===== config.mk =====
export PLATFORM = sky130hd
export DESIGN_NAME = ufwd_cfg
export DESIGN_NICKNAME = d
export VERILOG_FILES = /design/src/rtl/core/ufwd_pkg.sv /design/src/rtl/core/ufwd_cfg.sv
export SDC_FILE = /design/constraint.sdc
export NUM_CORES = 1
export LEC_CHECK = 0
export ABC_CLOCK_PERIOD_IN_PS = 1400
export BUFFER_PORTS_ARGS = -buffer_cell sky130_fd_sc_hd__buf_2
export CAP_MARGIN = 20
export CORE_UTILIZATION = 48
export DETAILED_ROUTE_END_ITERATION = 6
export PLACE_DENSITY = 0.87
export SLEW_MARGIN = 20
export SYNTH_ARGS = -nofsm -noshare
export SYNTH_HDL_FRONTEND = slang
export SYNTH_SLANG_ARGS = --single-unit

===== constraint.sdc =====
create_clock -name clk -period 1.4 [get_ports clk]
set_input_delay 0.14 -clock clk [delete_from_list [all_inputs] [get_ports clk]]
set_output_delay 0.14 -clock clk [all_outputs]
set_load 0.02 [all_outputs]

===== src/rtl/core/ufwd_pkg.sv =====
`timescale 1ns / 1ps
// Package for the per-user flood window detector.
// Holds the configuration struct, register offsets and input codes; no dependencies.

package ufwd_pkg;

  // Fixed field widths of the input and result transactions.
  localparam int SLOT_W    = 8;
  localparam int KIND_W    = 2;
  localparam int ACTION_W  = 3;
  localparam int WEIGHT_W  = 12;
  localparam int THRESH_W  = 16;
  localparam int WINDOW_W  = 20;
  localparam int ELAPSED_W = 21;

  // APB register file geometry: six 32-bit registers at word offsets.
  localparam int DATA_W    = 32;
  localparam int ADDR_W    = 5;
  localparam int REG_IDX_W = 3;

  // Register indexes (paddr[4:2]).
  localparam logic [REG_IDX_W-1:0] REG_THRESHOLD = 3'd0;
  localparam logic [REG_IDX_W-1:0] REG_WINDOW    = 3'd1;
  localparam logic [REG_IDX_W-1:0] REG_ACTION    = 3'd2;
  localparam logic [REG_IDX_W-1:0] REG_PRIVMSG_W = 3'd3;
  localparam logic [REG_IDX_W-1:0] REG_NOTICE_W  = 3'd4;
  localparam logic [REG_IDX_W-1:0] REG_TAGMSG_W  = 3'd5;

  // Input codes.
  localparam logic MODE_MSG  = 1'b0;
  localparam logic MODE_TICK = 1'b1;

  localparam logic [KIND_W-1:0] KIND_PRIVMSG = 2'd0;
  localparam logic [KIND_W-1:0] KIND_NOTICE  = 2'd1;
  localparam logic [KIND_W-1:0] KIND_TAGMSG  = 2'd2;

  // Current configuration as seen by the update engine.
  typedef struct packed {
    logic [THRESH_W-1:0] threshold_messages;
    logic [WINDOW_W-1:0] window_seconds;
    logic [ACTION_W-1:0] action_code;
    logic [WEIGHT_W-1:0] privmsg_weight;
    logic [WEIGHT_W-1:0] notice_weight;
    logic [WEIGHT_W-1:0] tagmsg_weight;
  } cfg_t;

endpackage


===== src/rtl/core/ufwd_cfg.sv =====
`timescale 1ns / 1ps
// APB register file holding the detector configuration.
// Depends on ufwd_pkg for the register map and the configuration struct.

module ufwd_cfg #(
  parameter int FRAC_BITS = 8
) (
  input  logic                                clk,
  input  logic                                rst_n,
  input  logic                                psel,
  input  logic                                penable,
  input  logic                                pwrite,
  input  logic [ufwd_pkg::ADDR_W-1:0]         paddr,
  input  logic [ufwd_pkg::DATA_W-1:0]         pwdata,
  output logic [ufwd_pkg::DATA_W-1:0]         prdata,
  output logic                                pready,
  output ufwd_pkg::cfg_t                      cfg
);

  import ufwd_pkg::*;

  // Reset weights: 1.0 and 0.2 (rounded to nearest) in the chosen fixed point.
  localparam int unsigned ONE_FIXED   = 1 << FRAC_BITS;
  localparam int unsigned FIFTH_FIXED = (ONE_FIXED * 2 + 5) / 10;
  localparam logic [WEIGHT_W-1:0] ONE_RST   = WEIGHT_W'(ONE_FIXED);
  localparam logic [WEIGHT_W-1:0] FIFTH_RST = WEIGHT_W'(FIFTH_FIXED);

  cfg_t                 cfg_r;
  cfg_t                 cfg_nxt;
  logic                 wr_stb;
  logic [REG_IDX_W-1:0] reg_idx;

  assign pready  = 1'b1;
  assign reg_idx = paddr[ADDR_W-1:2];
  assign wr_stb  = psel & penable & pwrite & pready;

  // Register write decode.
  always_comb begin
    cfg_nxt = cfg_r;
    if (wr_stb) begin
      case (reg_idx)
        REG_THRESHOLD: cfg_nxt.threshold_messages = pwdata[THRESH_W-1:0];
        REG_WINDOW:    cfg_nxt.window_seconds     = pwdata[WINDOW_W-1:0];
        REG_ACTION:    cfg_nxt.action_code        = pwdata[ACTION_W-1:0];
        REG_PRIVMSG_W: cfg_nxt.privmsg_weight     = pwdata[WEIGHT_W-1:0];
        REG_NOTICE_W:  cfg_nxt.notice_weight      = pwdata[WEIGHT_W-1:0];
        REG_TAGMSG_W:  cfg_nxt.tagmsg_weight      = pwdata[WEIGHT_W-1:0];
        default:       cfg_nxt = cfg_r;
      endcase
    end
  end

  always_ff @(posedge clk) begin
    if (!rst_n) begin
      cfg_r.threshold_messages <= THRESH_W'(10);
      cfg_r.window_seconds     <= WINDOW_W'(60);
      cfg_r.action_code        <= ACTION_W'(1);
      cfg_r.privmsg_weight     <= ONE_RST;
      cfg_r.notice_weight      <= ONE_RST;
      cfg_r.tagmsg_weight      <= FIFTH_RST;
    end else begin
      cfg_r <= cfg_nxt;
    end
  end

  // Read mux; unused offsets read as zero.
  always_comb begin
    case (reg_idx)
      REG_THRESHOLD: prdata = DATA_W'(cfg_r.threshold_messages);
      REG_WINDOW:    prdata = DATA_W'(cfg_r.window_seconds);
      REG_ACTION:    prdata = DATA_W'(cfg_r.action_code);
      REG_PRIVMSG_W: prdata = DATA_W'(cfg_r.privmsg_weight);
      REG_NOTICE_W:  prdata = DATA_W'(cfg_r.notice_weight);
      REG_TAGMSG_W:  prdata = DATA_W'(cfg_r.tagmsg_weight);
      default:       prdata = '0;
    endcase
  end

  assign cfg = cfg_r;

endmodule


==> results_dict.tcl, run 1 <==
set metrics [dict create \
    crit_fanout 2 \
    core-area_sq_mm 0.00725 \
    violations "negative setup slack" \
    drcViolationCount 0 \
    path_class "reg -> out" \
    ios 150 \
    nets 578 \
    wl_met1_mm 4.26 \
    cts_htree_levels 3 \
    finalMaxSlewViolations 0 \
    cts_tree "built" \
    maxUsedRoutingLayer "met4" \
    final_hold_viol_count 0 \
    fin_cells 640 \
    ys_seq_area_share_pct 41.8 \
    post_dp_cell_area_sq_mm 0.00442 \
    required_ns 1.26 \
    tns_ns -1.01 \
    cp.arrival_ns 1.42 \
    grt_overflow 0 \
    peakVddDrop_v 0.000660 \
    wl_met3_microns 693 \
    first_iter_violations 172 \
    cp_slowest_cell "dfxtp_2" \
    drive_gt1_share_pct 46.6 \
    ant_nets 0 \
    wl_mm 10.3 \
    wl_per_cell_microns 16.0 \
    clock_sink_count 75 \
    core.rowCount 31 \
    finalCritPeriodShare_pct 112 \
    power_mw 4.55 \
    synth_area_leaders "dfxtp_1 (42%), mux2i_1 (22%), nand2_1 (8.8%)" \
    die_h_microns 88.6 \
    async_reset_ff_share_pct 0 \
    status "finished with violations" \
    fin_skew_ns 0 \
    worstSetupStartpoint "cfg[45]" \
    synth_edf_count 0 \
    numCtsBuffers 9 \
    worst-path-buf-inv 1 \
    antenna_found_initial 0 \
    rsz0062_at_grt "yes" \
    synth_top_area_share_pct 41.8 \
    endpoint_kind "primary output" \
    syn2layout_area_growth_pct 39.4 \
    place.gp.congestion 0.799 \
    critPathLaunchType "flip-flop" \
    setup_violations 10 \
    syn_area_sq_mm 0.00360 \
    synth.most_common_cell "nand2_1" \
    syn_inst 382 \
    critPathMaxStageDelay_ns 0.33 \
    yosysUniqueCellTypes 36 \
    hp-start "pwdata[16]" \
    viasPerCell 5.26 \
    dp_hpwl_mm 7.12 \
    synth_area_leader_cell "dfxtp_1" \
    wl_met2_mm 5.10 \
    leakage_nw 2.43 \
    cap_violations 0 \
    grt_start_max_net_pins 43 \
    final_cell_area_sq_mm 0.00501 \
    grt_pass1_vias 3283 \
    critPathTopFamily "flip-flops" \
    p_per_area_mw_per_mm2 909 \
    gr-usage-all-layers_pct 27.3 \
    holdWs_ns 0.0394 \
    place_inst 603 \
    r2r-start "cfg[20]" \
    first_pass_iters 4 \
    ctsLongestPathBuffers 2 \
    clk-insertion-delay-late_ns 0.34 \
    fillers 580 \
    period_minus_slack_ns 1.56 \
    crit_chain "mux2_4 -> a221oi_2 -> nor2_1 -> buf_4" \
    min_path_type "in -> reg" \
    synth_warnings 0 \
    ys_seq_elements 75 \
    initial_utilization_pct 49.6 \
    fmax_mhz 639 \
    ys.flop_type "dfxtp_1" \
    dp_slack_ns -0.0755 \
    cts_root_buf "clkbuf_8" \
    largest_reg_flops 75 \
    postLayoutSetupSlackWorst_ns -0.165 \
    final_util_pct 69.1 \
    postCtsHoldBufs 0 \
    port_buffers 122 \
    syn_avg_cell_area_sq_um 9.41 \
    die_w_microns 88.6 \
    grt_pass1_wl_mm 16.0 \
    diodes 0 \
    vias 3364 \
    synthTopCellsByCount "nand2_1 (84), mux2i_1 (79), dfxtp_1 (75)" \
    dieArea_sq_mm 0.00784 \
    clkTransAtPathRegs_ns 0.08 \
]
-- placed cells by master, fill, tap and decap left out, types with 2 or more instances in the layout --
master      instances
buf_12              7
and4_1              2
a21oi_2             2
nand3_1             5
o22ai_1             3
mux2_2              6
a22oi_2             7
nor2b_1             5
o211ai_1            4
dfxtp_2            25
a211o_1             2
inv_1               5
clkinvlp_4          2
buf_2             109
nor2_1             14
buf_6               6
buf_4              52
mux2_4              5
o22ai_2             5
clkbuf_8           10
mux2i_1            78
and2_1              5
a221oi_2            2
dfxtp_1            50
conb_1             13
bufinv_16           2
nand2b_1            2
and3b_1             4
a22oi_1             5
nand2_1            84
o21a_1              2
-- worst register-to-register path, cell delays in order (launching register included) --
cell,delay [ns]
dfxtp_2,0.33
buf_4,0.13
nor2_1,0.13
mux2i_1,0.09
-- worst paths after layout --
| kind | end | slack (ns) | cells after the start |
|---|---|---|---|
| max | prdata[6] | -0.16 | 4 |
| min | cfg[55] | 0.04 | 3 |
| max reg2reg | cfg[20] | 0.61 | 3 |
| min reg2reg | cfg[17] | 0.47 | 2 |
-- cell type report --
class                      count  area (sq um)  share of cell area [%]
tap                           99           124                    2.47
clock inverter                 6          88.8                    1.77
multi-input combinational    269          1950                    39.0
clock buffer                  10           138                    2.75
timing repair buffer         175          1150                    23.0
inverter                       6          22.5                   0.449
sequential                    75          1530                    30.6
-- what timing repair did --
item,in CTS,in global routing
setup endpoints to repair,10,12
pin swaps,13,5
gates resized for setup,51,18
hold endpoints to repair,0,0
setup buffers,20,1
-- logic make-up after synthesis --
| logic type | synth area share (%) |
|---|---|
| multiplexers | 26.1 |
| flip-flops | 41.8 |
| AO/OA/AOI/OAI | 7.10 |
| AND/OR/NAND/NOR | 16.6 |
| buffers and inverters | 8.28 |
| other | 0.209 |
-- routing by layer --
metal / GRT usage (%) / up-vias
li1: - / 1588
met1: 33.3 / 1611
met2: 47.3 / 146
met3: 4.38 / 19
met4: 12.2 / 0
met5: 0 / -
-- power breakdown --
group | switching [mW] | internal (mW) | total [mW]
Clock | 0.812 | 1.05 | 1.86
Combinational | 0.315 | 0.215 | 0.530
Sequential | 0.0125 | 2.15 | 2.16
Note: power is estimated with default switching activity, not from simulation.
==> run 2: changes to the inputs <==
--- a/config.mk
+++ b/config.mk
@@ -8,10 +8,12 @@
 export ABC_CLOCK_PERIOD_IN_PS = 1400
 export BUFFER_PORTS_ARGS = -buffer_cell sky130_fd_sc_hd__buf_2
 export CAP_MARGIN = 20
+export CORE_ASPECT_RATIO = 1.25
 export CORE_UTILIZATION = 48
 export DETAILED_ROUTE_END_ITERATION = 6
 export PLACE_DENSITY = 0.87
-export SLEW_MARGIN = 20
+export SETUP_SLACK_MARGIN = 0.02
+export SLEW_MARGIN = 10
 export SYNTH_ARGS = -nofsm -noshare
 export SYNTH_HDL_FRONTEND = slang
 export SYNTH_SLANG_ARGS = --single-unit
==> results_dict.tcl, run 2 (synthesis results as in run 1) <==
set metrics [dict create \
    status "finished with violations" \
    violations "negative setup slack" \
    setup_violations 10 \
    ctsLongestPathBuffers 2 \
    cts_htree_levels 3 \
    grt_pass1_wl_mm 16.3 \
    crit_chain "mux2_2 -> a221oi_2 -> nor2_1 -> buf_4" \
    die_w_microns 79.4 \
    cts_root_buf "clkbuf_8" \
    critPathMaxStageDelay_ns 0.33 \
    rsz0062_at_grt "yes" \
    port_buffers 122 \
    postLayoutSetupSlackWorst_ns -0.167 \
    numCtsBuffers 9 \
    fin_skew_ns 0 \
    crit_fanout 2 \
    finalMaxSlewViolations 0 \
    final_hold_viol_count 0 \
    clk-insertion-delay-late_ns 0.35 \
    cp_slowest_cell "dfxtp_2" \
    drcViolationCount 0 \
    final_util_pct 67.7 \
    cts_tree "built" \
    vias 3377 \
    period_minus_slack_ns 1.57 \
    drive_gt1_share_pct 44.4 \
    critPathTopFamily "flip-flops" \
    min_path_type "in -> reg" \
    place.gp.congestion 0.837 \
    cp.arrival_ns 1.43 \
    worst-path-buf-inv 1 \
    syn2layout_area_growth_pct 33.8 \
    largest_reg_flops 75 \
    dieArea_sq_mm 0.00784 \
    dp_slack_ns -0.0368 \
    power_mw 4.32 \
    required_ns 1.26 \
    endpoint_kind "primary output" \
    nets 575 \
    first_iter_violations 205 \
    grt_pass1_vias 3377 \
    grt_overflow 0 \
    holdWs_ns 0.0446 \
    initial_utilization_pct 50.6 \
    min_path_cells 3 \
    rr_worst_depth 2 \
    core.rowCount 34 \
    ant_nets 0 \
    path_class "reg -> out" \
    wl_mm 10.3 \
    peakVddDrop_v 0.000597 \
    viasPerCell 5.38 \
    antenna_found_initial 0 \
    core-area_sq_mm 0.00710 \
    critPathLaunchType "flip-flop" \
    gr-usage-all-layers_pct 26.9 \
    final_common_cell "buf_2" \
    clock_sink_count 75 \
    final_cell_mix "buf_2 (114), nand2_1 (84), mux2i_1 (79), buf_4 (54), dfxtp_1 (49)" \
    leakage_nw 2.37 \
    ios 150 \
    dp_hpwl_mm 7.31 \
    cap_violations 0 \
    first_pass_iters 4 \
    p_per_area_mw_per_mm2 899 \
    grt_start_max_net_pins 36 \
    worstSetupPathDepth 4 \
    wl_per_cell_microns 16.5 \
    diodes 0 \
    fmax_mhz 638 \
    finalCritPeriodShare_pct 112 \
    die_h_microns 98.8 \
    clkTransAtPathRegs_ns 0.07 \
]
## run 2: cell types whose count changed in the layout (fill, tap and decap cells not counted), sizes merged
cell and change:
buf -2, bufinv -1, clkinv -1, clkbuf +1
## run 2: final timing paths
path                                 start   endpoint  slack (ns)
worst max-delay path               cfg[45]  prdata[6]       -0.17
worst min-delay path            pwdata[18]    cfg[57]        0.04
worst max register to register      cfg[5]     cfg[5]        0.60
worst min register to register     cfg[10]    cfg[10]        0.47
## run 2: layout make-up
type                       instances  area [sq um]
fill                             536          2290
multi-input combinational        269          1900
sequential                        75          1530
timing repair buffer             172          1050
clock buffer                      12           145
tap                               90           113
clock inverter                     4          50.0
inverter                           6          22.5
## run 2: per-stage QoR
step | cell area (sq um) | setup TNS, ns | instances
after global placement | 4410 | -0.0173 | 600
after detailed placement | 4410 | -0.107 | 600
after CTS | 4770 | -1.03 | 628
after floorplan | 3640 | 0 | 393
after global routing | 4810 | -1.46 | 628
final | 4810 | -1.05 | 628
## run 2: power breakdown
| part | total [mW] | internal, mW | switching [mW] |
|---|---|---|---|
| clock network | 1.65 | 0.871 | 0.784 |
| logic | 0.506 | 0.200 | 0.307 |
| registers | 2.16 | 2.15 | 0.0135 |
| total | 4.32 | 3.22 | 1.10 |
## run 2: routing by layer
layer	up-vias	GRT usage (%)	part of all wire (%)
met1	1636	31.2	41
met5	-	0	0
met2	140	46.7	51
li1	1582	-	-
met4	0	10.6	2.5
met3	19	6.94	5.4
## run 2: tightest hold or removal path, cell delays in order
cell and delay, ns:
buf_2 0.10, nand2_1 0.05, mux2i_1 0.06
## run 2: repair_timing
action	in CTS	in global routing
setup endpoints to repair	10	11
gates cloned	0	0
hold buffers	0	0
gates resized for setup	35	14
buffers inserted	12	0
pin swaps	12	4
==> run 3: changes to the inputs <==
--- a/config.mk
+++ b/config.mk
@@ -11,6 +11,7 @@
 export CORE_ASPECT_RATIO = 1.25
 export CORE_UTILIZATION = 48
 export DETAILED_ROUTE_END_ITERATION = 6
+export GPL_TIMING_DRIVEN = 0
 export PLACE_DENSITY = 0.87
 export SETUP_SLACK_MARGIN = 0.02
 export SLEW_MARGIN = 10
==> results_dict.tcl, run 3 (synthesis results as in run 1) <==
set metrics [dict create \
    port_buffers 119 \
    numCtsBuffers 9 \
    p_per_area_mw_per_mm2 874 \
    fin_cells 624 \
    critPathMaxStageDelay_ns 0.33 \
    finalCritPeriodShare_pct 115 \
    cp.arrival_ns 1.47 \
    tns_ns -1.20 \
    fmax_mhz 623 \
    wl_mm 11.9 \
    crit_chain "mux2_4 -> a221oi_4 -> nor2_1 -> buf_4" \
    final_cell_area_sq_mm 0.00483 \
    critPathTopFamily "flip-flops" \
    postLayoutSetupSlackWorst_ns -0.205 \
    critPathLaunchType "flip-flop" \
    power_mw 4.23 \
    min_path_type "in -> reg" \
    cts_htree_levels 3 \
    ant_nets 0 \
    clk-insertion-delay-late_ns 0.35 \
    post_dp_cell_area_sq_mm 0.00435 \
    place.gp.congestion 0.840 \
    relSlewSlack_pct 52.1 \
    rsz0062_at_grt "yes" \
    die_h_microns 98.8 \
    grt_start_max_net_pins 12 \
    worst-path-buf-inv 1 \
    first_pass_iters 5 \
    ctsLongestPathBuffers 2 \
    largest_reg_flops 75 \
    diodes 0 \
    drive_gt1_share_pct 43.4 \
    path_class "reg -> out" \
    grt_overflow 0 \
    dieArea_sq_mm 0.00784 \
    status "finished with violations" \
    core-area_sq_mm 0.00710 \
    antenna_found_initial 0 \
    cap_violations 0 \
    nets 573 \
    final_cell_mix "buf_2 (112), nand2_1 (84), mux2i_1 (79), dfxtp_1 (53), buf_4 (32)" \
    drcViolationCount 0 \
    holdWs_ns 0.0273 \
    setup_violations 10 \
    finalMaxSlewViolations 0 \
    violations "negative setup slack" \
    postCtsHoldBufs 0 \
    final_util_pct 68.0 \
    rr_worst_depth 2 \
    dp_slack_ns -0.403 \
    clock_sink_count 75 \
    grt_pass1_vias 3495 \
    gr-usage-all-layers_pct 30.5 \
    grt_pass1_wl_mm 17.9 \
    cts_root_buf "clkbuf_8" \
    tightest_slew_ns 0.719 \
    worstSetupPathDepth 4 \
    core.rowCount 34 \
    cts_tree "built" \
    ios 150 \
    leakage_nw 2.35 \
    min_path_cells 3 \
    place_inst 602 \
    final_hold_viol_count 0 \
    syn2layout_area_growth_pct 34.4 \
    fillers 550 \
    first_iter_violations 265 \
    crit_fanout 2 \
    final_common_cell "buf_2" \
    dp_hpwl_mm 7.87 \
    wl_per_cell_microns 19.0 \
    period_minus_slack_ns 1.61 \
    fin_skew_ns 0 \
    clkTransAtPathRegs_ns 0.08 \
    peakVddDrop_v 0.000611 \
    die_w_microns 79.4 \
    cp_slowest_cell "dfxtp_2" \
    initial_utilization_pct 50.6 \
    required_ns 1.26 \
    viasPerCell 5.71 \
    endpoint_kind "primary output" \
    vias 3561 \
]
[run 3: cell count changes in the layout (fill, tap and decap cells not counted), moves of 4 or more]
| cell | change |
|---|---|
| buf_4 | -22 |
| buf_6 | +11 |
| clkbuf_1 | +8 |
| o22ai_1 | -5 |
| o22ai_2 | +5 |
| dfxtp_1 | +4 |
| dfxtp_2 | -4 |
[run 3: layout make-up]
class / instances / area [sq um] / share of cell area [%]
multi-input combinational: 269 / 1980 / 40.9
sequential: 75 / 1530 / 31.6
timing repair buffer: 128 / 713 / 14.8
buffer: 42 / 313 / 6.47
clock buffer: 11 / 151 / 3.13
tap: 90 / 113 / 2.33
inverter: 6 / 22.5 / 0.466
clock inverter: 3 / 15.0 / 0.311
[run 3: where the power goes]
group          total (mW)  leakage [nW]  internal [mW]  switching (mW)
clock                1.49        0.0908          0.712           0.783
combinational       0.568          1.65          0.217           0.350
sequential           2.16         0.610           2.15          0.0141
[run 3: worst paths after layout]
check	startpoint	to	slack [ns]
max reg2reg	cfg[5]	cfg[5]	0.58
max	cfg[45]	prdata[6]	-0.21
min reg2reg	cfg[56]	cfg[56]	0.47
min	pwdata[17]	cfg[56]	0.03
[run 3: worst register-to-register path, stage by stage (launching register included)]
cell and delay (ns):
dfxtp_2 0.33, buf_4 0.13, a211o_1 0.25
[run 3: timing repair]
item	CTS	global route
setup endpoints to repair	16	16
endpoints found under the hold margin	0	0
resized for setup	35	47
pin swaps	10	7
buffers inserted	8	1
[run 3: metal layers]
layer / GRT usage [%] / wire (microns) / vias to the layer above
li1: - / - / 1583
met1: 34.3 / 4470 / 1710
met2: 51.1 / 5950 / 223
met3: 7.31 / 940 / 45
met4: 19.6 / 512 / 0
met5: 0 / 0 / -
