$ cat config.mk
export PLATFORM = sky130hd
export DESIGN_NAME = ufwd_engine
export DESIGN_NICKNAME = d
export VERILOG_FILES = /design/src/rtl/core/ufwd_pkg.sv /design/src/rtl/core/ufwd_engine.sv
export SDC_FILE = /design/constraint.sdc
export NUM_CORES = 1
export LEC_CHECK = 0
export BUFFER_PORTS_ARGS = -buffer_cell sky130_fd_sc_hd__buf_2
export CAP_MARGIN = 15
export CORE_ASPECT_RATIO = 1.75
export CORE_MARGIN = 4
export CORE_UTILIZATION = 55
export CTS_CLUSTER_SIZE = 12
export DETAILED_ROUTE_END_ITERATION = 10
export PLACE_DENSITY_LB_ADDON = 0.25
export SYNTH_ARGS = -nofsm -noshare
export SYNTH_HDL_FRONTEND = slang
export SYNTH_SLANG_ARGS = --single-unit
$ cat constraint.sdc
create_clock -name clk -period 6.15 [get_ports clk]
set_input_delay 0 -clock clk [delete_from_list [all_inputs] [get_ports clk]]
set_output_delay 0 -clock clk [all_outputs]
set_load 0.005 [all_outputs]
$ cat src/rtl/core/ufwd_pkg.sv
`timescale 1ns / 1ps
// Package for the per-user flood window detector.
// Holds the configuration struct, register offsets and input codes; no dependencies.

package ufwd_pkg;

  // Fixed field widths of the input and result transactions.
  localparam int SLOT_W    = 8;
  localparam int KIND_W    = 2;
  localparam int ACTION_W  = 3;
  localparam int WEIGHT_W  = 12;
  localparam int THRESH_W  = 16;
  localparam int WINDOW_W  = 20;
  localparam int ELAPSED_W = 21;

  // APB register file geometry: six 32-bit registers at word offsets.
  localparam int DATA_W    = 32;
  localparam int ADDR_W    = 5;
  localparam int REG_IDX_W = 3;

  // Register indexes (paddr[4:2]).
  localparam logic [REG_IDX_W-1:0] REG_THRESHOLD = 3'd0;
  localparam logic [REG_IDX_W-1:0] REG_WINDOW    = 3'd1;
  localparam logic [REG_IDX_W-1:0] REG_ACTION    = 3'd2;
  localparam logic [REG_IDX_W-1:0] REG_PRIVMSG_W = 3'd3;
  localparam logic [REG_IDX_W-1:0] REG_NOTICE_W  = 3'd4;
  localparam logic [REG_IDX_W-1:0] REG_TAGMSG_W  = 3'd5;

  // Input codes.
  localparam logic MODE_MSG  = 1'b0;
  localparam logic MODE_TICK = 1'b1;

  localparam logic [KIND_W-1:0] KIND_PRIVMSG = 2'd0;
  localparam logic [KIND_W-1:0] KIND_NOTICE  = 2'd1;
  localparam logic [KIND_W-1:0] KIND_TAGMSG  = 2'd2;

  // Current configuration as seen by the update engine.
  typedef struct packed {
    logic [THRESH_W-1:0] threshold_messages;
    logic [WINDOW_W-1:0] window_seconds;
    logic [ACTION_W-1:0] action_code;
    logic [WEIGHT_W-1:0] privmsg_weight;
    logic [WEIGHT_W-1:0] notice_weight;
    logic [WEIGHT_W-1:0] tagmsg_weight;
  } cfg_t;

endpackage

$ cat src/rtl/core/ufwd_engine.sv
`timescale 1ns / 1ps
// Read-modify-write engine: window tracking, per-user valid bits and counter update.
// Depends on ufwd_pkg; drives the ports of the counter RAM instantiated in the top level.

module ufwd_engine #(
  parameter int USER_SLOTS = 256,
  parameter int FRAC_BITS  = 8,
  parameter int IDX_W      = $clog2(USER_SLOTS),
  parameter int COUNT_W    = 17 + FRAC_BITS
) (
  input  logic                          clk,
  input  logic                          rst_n,
  input  ufwd_pkg::cfg_t                cfg,
  // Input transaction.
  input  logic                          start,
  output logic                          busy,
  input  logic                          in_mode,
  input  logic [ufwd_pkg::SLOT_W-1:0]   in_user_slot,
  input  logic [ufwd_pkg::KIND_W-1:0]   in_message_kind,
  // Result transaction.
  output logic                          out_strobe,
  output logic                          out_flood_triggered,
  output logic [ufwd_pkg::ACTION_W-1:0] out_action_out,
  output logic [ufwd_pkg::SLOT_W-1:0]   out_user_out,
  // Counter RAM.
  output logic                          mem_rd_en,
  output logic [IDX_W-1:0]              mem_rd_addr,
  input  logic [COUNT_W-1:0]            mem_rd_data,
  output logic                          mem_wr_en,
  output logic [IDX_W-1:0]              mem_wr_addr,
  output logic [COUNT_W-1:0]            mem_wr_data
);

  import ufwd_pkg::*;

  localparam int SLOT_VALUES = 1 << SLOT_W;
  localparam logic [ELAPSED_W-1:0] ELAPSED_MAX = '1;

  // Slot to table index, worked out at elaboration (slot modulo USER_SLOTS).
  logic [IDX_W-1:0] idx_tbl [SLOT_VALUES];
  genvar g;
  for (g = 0; g < SLOT_VALUES; g++) begin : g_idx
    assign idx_tbl[g] = IDX_W'(g % USER_SLOTS);
  end

  logic [ELAPSED_W-1:0]  elapsed_r, elapsed_nxt;
  logic [USER_SLOTS-1:0] valid_r, valid_nxt;
  logic                  s1_vld_r;
  logic                  s1_cvalid_r;
  logic [IDX_W-1:0]      s1_idx_r;
  logic [SLOT_W-1:0]     s1_slot_r;
  logic [WEIGHT_W-1:0]   s1_weight_r;
  logic                  out_strobe_r;
  logic                  out_trig_r;
  logic [ACTION_W-1:0]   out_action_r;
  logic [SLOT_W-1:0]     out_user_r;

  logic                  accept, msg_accept, tick_accept, restart;
  logic [IDX_W-1:0]      in_idx;
  logic [WEIGHT_W-1:0]   in_weight;
  logic [COUNT_W-1:0]    s1_count, s1_sat, s1_limit;
  logic [COUNT_W:0]      s1_sum;
  logic                  s1_hit;

  // Transaction acceptance; one message is in flight at a time.
  assign busy        = s1_vld_r;
  assign accept      = start & ~busy;
  assign msg_accept  = accept & (in_mode == MODE_MSG);
  assign tick_accept = accept & (in_mode == MODE_TICK);
  assign restart     = elapsed_r > ELAPSED_W'(cfg.window_seconds);
  assign in_idx      = idx_tbl[in_user_slot];

  // Weight of the message kind; the unused kind weighs nothing.
  always_comb begin
    case (in_message_kind)
      KIND_PRIVMSG: in_weight = cfg.privmsg_weight;
      KIND_NOTICE:  in_weight = cfg.notice_weight;
      KIND_TAGMSG:  in_weight = cfg.tagmsg_weight;
      default:      in_weight = '0;
    endcase
  end

  // Stage one: the counter arrives from the RAM; add, saturate and compare.
  assign s1_count = s1_cvalid_r ? mem_rd_data : '0;
  assign s1_sum   = {1'b0, s1_count} + (COUNT_W+1)'(s1_weight_r);
  assign s1_sat   = s1_sum[COUNT_W] ? '1 : s1_sum[COUNT_W-1:0];
  assign s1_limit = {1'b0, cfg.threshold_messages, {FRAC_BITS{1'b0}}};
  assign s1_hit   = s1_sat >= s1_limit;

  // Counter RAM accesses: read on accept, write back in the following cycle.
  assign mem_rd_en   = msg_accept;
  assign mem_rd_addr = in_idx;
  assign mem_wr_en   = s1_vld_r;
  assign mem_wr_addr = s1_idx_r;
  assign mem_wr_data = s1_hit ? '0 : s1_sat;

  // Elapsed-window counter: ticks saturate, a late message restarts it.
  always_comb begin
    elapsed_nxt = elapsed_r;
    if (tick_accept && elapsed_r != ELAPSED_MAX) begin
      elapsed_nxt = elapsed_r + ELAPSED_W'(1);
    end else if (msg_accept && restart) begin
      elapsed_nxt = '0;
    end
  end

  // Valid bits: a restart clears them all, a write-back sets or clears one.
  always_comb begin
    valid_nxt = valid_r;
    if (msg_accept && restart) begin
      valid_nxt = '0;
    end
    if (s1_vld_r) begin
      valid_nxt[s1_idx_r] = ~s1_hit;
    end
  end

  always_ff @(posedge clk) begin
    if (!rst_n) begin
      elapsed_r    <= '0;
      valid_r      <= '0;
      s1_vld_r     <= 1'b0;
      out_strobe_r <= 1'b0;
      out_trig_r   <= 1'b0;
      out_action_r <= '0;
    end else begin
      elapsed_r    <= elapsed_nxt;
      valid_r      <= valid_nxt;
      s1_vld_r     <= msg_accept;
      out_strobe_r <= s1_vld_r;
      out_trig_r   <= s1_vld_r & s1_hit;
      out_action_r <= (s1_vld_r && s1_hit) ? cfg.action_code : '0;
    end
  end

  // Message payload captured for stage one.
  always_ff @(posedge clk) begin
    if (msg_accept) begin
      s1_cvalid_r <= restart ? 1'b0 : valid_r[in_idx];
      s1_idx_r    <= in_idx;
      s1_slot_r   <= in_user_slot;
      s1_weight_r <= in_weight;
    end
  end

  // Result payload.
  always_ff @(posedge clk) begin
    if (s1_vld_r) begin
      out_user_r <= s1_slot_r;
    end
  end

  assign out_strobe          = out_strobe_r;
  assign out_flood_triggered = out_trig_r;
  assign out_action_out      = out_action_r;
  assign out_user_out        = out_user_r;

  // A message yields a result through the s1_vld_r and out_strobe_r registers.
  a_msg_result: assert property (@(posedge clk) disable iff (!rst_n)
    msg_accept |-> ##2 out_strobe_r)
    else $error("message transaction produced no result");

  // A tick yields no result.
  a_tick_silent: assert property (@(posedge clk) disable iff (!rst_n)
    tick_accept |-> ##2 !out_strobe_r)
    else $error("tick transaction produced a result");

  // A restart empties the window and every user counter.
  a_restart: assert property (@(posedge clk) disable iff (!rst_n)
    (msg_accept && restart) |=> (elapsed_r == '0 && valid_r == '0))
    else $error("window restart did not clear state");

  // A trigger leaves that user's counter invalid.
  a_hit_clears: assert property (@(posedge clk) disable iff (!rst_n)
    (s1_vld_r && s1_hit) |=> !valid_r[s1_idx_r])
    else $error("triggered user counter still valid");

  // The read-modify-write never overlaps a second message.
  a_one_in_flight: assert property (@(posedge clk) disable iff (!rst_n)
    s1_vld_r |=> !s1_vld_r)
    else $error("two messages in flight");

endmodule

==> impl_metrics.ini, run 1 <==
[status]
status = completed

[routing]
vias_per_cell = 6.45
drc_errors = 0
drtPass1Iterations = 8
wl_per_cell_um = 20.1
ant_nets = 0
drt_iter0_markers = 1971
drt-total-wl_um = 54900
vias = 17600

[synth]
ys.warnings.count = 0
synth.area.top_cells = dfxtp_1 (30%), nand3_1 (14%), o31ai_1 (9.6%), mux4_2 (8.4%), nand2_1 (6.6%)
synth_area_um2 = 18600
async_flop_share_pct = 0
synth_ff_type = dfxtp_1
seq_area_frac_synth_pct = 35.1
yosysUniqueCellTypes = 71
syn_avg_cell_area_um2 = 8.25
yosys.area.top_type = dfxtp_1
synth_nets = 2418
ys_ff_latch = 312
synth_edf_count = 29
synth_cells = 2254
yosysTopAreaCellShare_pct = 30.5

[global_route]
gr-usage-met2_pct = 50.0
gr-usage-met3_pct = 3.25
met1_usage_pct = 34.4
track_usage_pct = 28.1
grt_max_degree = 257
grt-ovfl-total = 0
grt_pass1_wl_um = 86600
grt-busiest-layer = met2
grt_pass1_vias = 16600
antenna_found_initial = 1

[timing]
setup_viol = 0
fin_tns_setup_ps = 0
finClkSkew_ps = 12.6
tightest_slew_ps = 1300
final-hold-violation-count = 0
rsz0062_at_grt = false
worst_slew_margin_rel_pct = 13.3
period_needed_ps = 5640
clock.fmax_mhz = 177
report.final.slew_viol_count = 0
holdWs_ps = 20.7
timing.final.crit_share_pct = 91.7

[cts]
clk_latency_ps = 570
htree_levels = 1
cts.sinks = 312
clockBufferDepth = 3
cts_tree = yes
clkTransAtPathRegs_ps = 60
root_buffer = clkbuf_16
cts_made_buffers = 30

[critical_path]
critical_path_class = register to primary output
start_kind = register
end_kind = primary output
cp_max_fo = 49
path_cells = and2_1, ha_1, fa_1, a211oi_1, o211ai_2, nand2_1, o21a_1, nor3_1, xor2_1, nand2_1, ha_1, a21o_1, a21o_1, a21oi_1, a21oi_1, nor4b_4, nand2_4, a211oi_1, buf_2
reg2reg_depth = 19
cp.arrival_ps = 5640
worst_path_largest_cell_delay_ps = 480
critPathRequiredTime_ps = 6150
cpMaxStageDelayCell = edfxtp_1

[placed_design]
gp_congestion = 0.861
portBuffers = 169
dpl-instance-area_um2 = 19400
post-dp-hpwl_um = 33400

[power]
total_power_mw = 4.34
peakVddDrop_mv = 0.252
leakage_nw = 7.06
p_per_area_nw_per_um2 = 210

[floorplanning]
dieArea_um2 = 36900
chipHeight_um = 251
core_area_um2 = 33100
start_util_pct = 56.1
ios = 171
rows = 88
die_x_um = 147

[final_layout]
fin_nets = 2435
area_delta_synth_final_pct = 11.1
final_common_cell = nand3_1
layout_common_cells = nand3_1 (531), nand2_1 (327), dfxtp_1 (283)
design_area_um2 = 20700
drive_gt1_share_pct = 17.1
fin_util_pct = 62.4
n_fill_cell = 2795

[job]
drv_cap = 0

[min_path]
hold_class = input pin to register
min_path_cells = 3
worst max-delay path, delay by kind of cell (launching register included):
kind / cells / cell delay (ps)
compound gates: 8 / 1980
xor+xnor: 1 / 180
fa+ha+maj: 3 / 970
buf+inv: 1 / 170
flops: 1 / 480
simple gates: 6 / 1270
cell families (layout without fill, tap and decap cells):
| family | after synthesis | count (layout) | synth area share [%] |
|---|---|---|---|
| and+or+nand+nor | 1045 | 1045 | 26.6 |
| AOI/OAI and AO/OA | 418 | 418 | 16.5 |
| DFF | 312 | 312 | 35.1 |
| buffers and inverters | 306 | 334 | 7.26 |
| muxes | 99 | 99 | 9.99 |
| adders and majority gates | 50 | 50 | 3.40 |
| xor gates and xnor gates | 23 | 23 | 1.08 |
| other | 1 | 2 | 0.0202 |
registers in the layout, indices dropped and copies added, names as in the netlist:
register and cells:
valid_r 256, elapsed_r 21, s1_weight_r 12, mem_wr_addr 8
out_user_out 8, out_action_out 3, busy 1, out_flood_triggered 1
out_strobe 1, s1_cvalid_r 1
final timing paths:
| path | start | endpoint | slack [ps] |
|---|---|---|---|
| worst max-delay path | s1_cvalid_r | mem_wr_data[18] | 510 |
| worst min-delay path | rst_n | elapsed_r[3] | 20 |
| worst min register to register | valid_r[18] | valid_r[18] | 460 |
| worst max register to register | s1_cvalid_r | valid_r[15] | 810 |
per-layer routing:
| metal | vias to the layer above | part of all wire, % |
|---|---|---|
| met1 | 8399 | 38 |
| met3 | 145 | 7.2 |
| met4 | 0 | 3.8 |
| li1 | 8266 | - |
| met5 | - | 0 |
| met2 | 815 | 51 |
cells in the mapped netlist, drive strengths merged, types with 3 or more instances:
cell	number
a211oi	22
dfxtp	283
a31oi	13
and3	3
nand2	328
a21o	12
xnor2	11
nor2	65
o211a	4
and2	17
clkbuf	163
o31ai	257
nand2b	9
mux2	3
nor3	37
nor4	5
nor3b	7
xor2	12
mux2i	27
nand3b	4
o21ai	53
nor2b	10
nand3	531
inv	43
o21a	5
ha	49
a21oi	25
nor4b	3
and4	4
edfxtp	29
mux4	69
nand4	15
o22ai	3
o211ai	4
buf	100
where the power goes:
| group | internal, mW | switching [mW] | leakage (nW) | total (mW) |
|---|---|---|---|---|
| logic | 0.188 | 0.382 | 4.10 | 0.570 |
| registers | 2.06 | 0.0131 | 2.55 | 2.08 |
| clock network | 0.929 | 0.769 | 0.411 | 1.70 |
| total | 3.18 | 1.16 | 7.06 | 4.34 |
metrics by stage:
stage / instances / setup WS, ps
6_report: 2733 / 508
2_1_floorplan: 2254 / 1500
3_5_place_dp: 2647 / 884
4_1_cts: 2725 / 471
3_3_place_gp: 2647 / 1000
5_1_grt: 2733 / 107
final cells by class:
class | count | area (um^2) | share of cell area, %
timing repair buffer | 248 | 1670 | 8.08
tap | 450 | 563 | 2.72
clock buffer | 42 | 837 | 4.05
antenna | 1 | 2.50 | 0.0121
inverter | 43 | 161 | 0.781
multi-input combinational | 1636 | 10900 | 52.7
clock inverter | 1 | 8.76 | 0.0424
sequential | 312 | 6540 | 31.6
timing repair:
item	CTS	global route
resized for setup	0	0
setup endpoints to repair	0	0
setup buffers	0	0
hold buffers	35	0
hold endpoints to repair	23	0
(Power assumes the default switching activity.)
==> inputs of run 2 (changes only) <==
--- a/config.mk
+++ b/config.mk
@@ -10,9 +10,12 @@
 export CORE_ASPECT_RATIO = 1.75
 export CORE_MARGIN = 4
 export CORE_UTILIZATION = 55
+export CTS_BUF_LIST = sky130_fd_sc_hd__clkbuf_4
 export CTS_CLUSTER_SIZE = 12
 export DETAILED_ROUTE_END_ITERATION = 10
+export MAX_ROUTING_LAYER = met4
 export PLACE_DENSITY_LB_ADDON = 0.25
+export SETUP_SLACK_MARGIN = 0.15
 export SYNTH_ARGS = -nofsm -noshare
 export SYNTH_HDL_FRONTEND = slang
 export SYNTH_SLANG_ARGS = --single-unit
==> run 2 against run 1 <==
Fmax increased by 0.44%. Critical path type unchanged. Setup slack improved by 25 ps. Cell area increased by 1.6%. Count of clock-buffer cells in the layout increased by 72. Clock skew increased by 28 ps. Cell count increased by 3.9%. Critical endpoint unchanged. Flip-flop and latch count unchanged.
==> impl_metrics.ini, run 2 (synthesized netlist as in run 1, its figures left out) <==
[status]
status = completed

[critical_path]
rrSetupSlack_ps = 770
r2r_end = out_action_out[0]
critPathTopFamily = compound AO/OA/AOI/OAI gates
reg2reg_depth = 20
cpMaxStageDelayCell = edfxtp_1
critPathRequiredTime_ps = 6150
reg2reg_from = s1_cvalid_r
cp-startpoint = s1_cvalid_r
cp_max_fo = 30
worst-path-stages = 20
critical_path_class = register to primary output
path_cells = buf_4, and2_1, ha_1, o21ai_0, o211ai_2, nand2_1, o21a_2, nor3_1, xor2_1, nand2_1, ha_1, a21o_1, a21o_1, a21oi_1, a21oi_1, nor4b_4, nand2_8, buf_4, a211oi_1, buf_2
cp.arrival_ps = 5620
end_kind = primary output
worstPathBufferInverterCount = 3
worst_path_largest_cell_delay_ps = 490
crit_end = mem_wr_data[18]
start_kind = register

[global_route]
grt_pass1_wl_um = 88400
grt_pass1_vias = 17000
grt_max_degree = 257
antenna_found_initial = 3
track_usage_pct = 29.8
grt-ovfl-total = 0

[routing]
drt_iter0_markers = 2010
top_layer = met4
met3_wirelength_um = 4200
drt-total-wl_um = 55600
drtPass1Iterations = 9
ant_nets = 0
drc_errors = 0
wl_per_cell_um = 19.6
wl_met2_um = 28300
vias = 18100
met1_length_um = 20700
vias_per_cell = 6.38

[placed_design]
gp_congestion = 0.916
portBuffers = 169
post-dp-hpwl_um = 33300
dp_cells = 2649

[timing]
finClkSkew_ps = 40.3
worst_slew_margin_rel_pct = 14.3
setup_viol = 0
fin_tns_setup_ps = 0
clock.fmax_mhz = 178
rsz0062_at_grt = false
tightest_slew_ps = 1290
report.final.slew_viol_count = 0
period_needed_ps = 5620
final-hold-violation-count = 0
timing.final.crit_share_pct = 91.3

[power]
leakage_nw = 7.33
clockPowerShare_pct = 39.9
seqPwrFrac_pct = 46.9
p_sw_mw = 1.24
combinationalPowerShare_pct = 13.1
peakVddDrop_mv = 0.119
p_per_area_nw_per_um2 = 210
intPower_mw = 3.18
switching_share_pct = 28.0

[floorplanning]
core_area_um2 = 33100
ios = 171
start_util_pct = 56.1
rows = 88
chipHeight_um = 251
die_x_um = 147
dieArea_um2 = 36900

[final_layout]
largest_register_ffs = 256
drive_gt1_share_pct = 20.1
fin_cells = 2840
final_common_cell = nand3_1
layout_common_cells = nand3_1 (531), nand2_1 (326), dfxtp_1 (283)
fin_nets = 2502
top_regs = valid_r (256), elapsed_r (21), s1_weight_r (12)
area_delta_synth_final_pct = 12.9
top_register = valid_r

[cts]
clockBufferDepth = 3
clkTransAtPathRegs_ps = 70
root_buffer = clkbuf_4
cts_tree = yes
cts.sinks = 312
clk_latency_ps = 760
cts_made_buffers = 75
htree_levels = 3

[min_path]
min_path_cells = 7
hold_class = input pin to register

[job]
drv_cap = 0
## run 2: cell types whose count changed in the layout (fill, tap and decap cells not counted), moves of 2 or more
cell / delta
clkinv_1: +8
buf_4: +4
clkbuf_4: +114
clkbuf_16: -31
clkbuf_1: -9
clkbuf_8: -2
diode_2: +2
dlygate4sd3_1: +19
bufinv_16: +2
## run 2: worst min-delay path by stage
stage | start | to | slack [ps]
floorplan | in_user_slot[0] | mem_rd_addr[0] | 80
global placement | in_user_slot[4] | mem_rd_addr[4] | 180
detailed placement | in_user_slot[4] | mem_rd_addr[4] | 190
CTS | cfg[4] | s1_weight_r[4] | 100
global route | cfg[74] | valid_r[116] | 120
finish | cfg[74] | valid_r[116] | 130
## run 2: worst min-delay path, stage by stage
cell,delay [ps]
buf_2,100
inv_1,40
ha_1,140
a21oi_1,60
nor4b_4,150
nand2_8,210
o31ai_1,120
## run 2: cell type report
cell class / instances / area [um^2]
fill: 2837 / 12100
multi-input combinational: 1636 / 10900
sequential: 312 / 6540
timing repair buffer: 270 / 1870
clock buffer: 114 / 856
tap: 450 / 563
inverter: 43 / 161
clock inverter: 12 / 101
antenna: 3 / 7.51
## run 2: power by group through the flow
stage / logic [mW] / clock network, mW / registers, mW
2_1_floorplan: 0.371 / 0 / 2.12
3_3_place_gp: 0.527 / 0 / 2.12
3_5_place_dp: 0.534 / 0 / 2.12
4_1_cts: 0.564 / 1.80 / 2.07
5_1_grt: 0.626 / 1.89 / 2.08
6_report: 0.580 / 1.77 / 2.08
## run 2: through the flow
step | hold WS [ps] | cell area, um^2 | util, % | power [mW] | worst slack, ps
6_report | 133 | 21000 | 63.4 | 4.42 | 533
5_1_grt | 116 | 21000 | 63.4 | 4.59 | 146
4_1_cts | 96.8 | 20900 | 63.0 | 4.44 | 170
3_5_place_dp | 190 | 19400 | 58.4 | 2.66 | 917
3_3_place_gp | 185 | 19400 | 58.4 | 2.65 | 950
2_1_floorplan | 80.8 | 18600 | - | 2.49 | 1500
## run 2: what timing repair did
item / in CTS / in global routing
buffers inserted: 0 / 1
setup endpoints to repair: 1 / 23
pin swaps: 0 / 1
resized for setup: 1 / 4
endpoints found under the hold margin: 124 / 0
hold buffers: 54 / 0
## run 2: layer usage
metal / vias to the layer above / GRT usage (%)
met2: 859 / 50.5
li1: 8457 / -
met1: 8641 / 34.3
met3: 159 / 4.87
met4: 0 / 14.5
met5: - / -
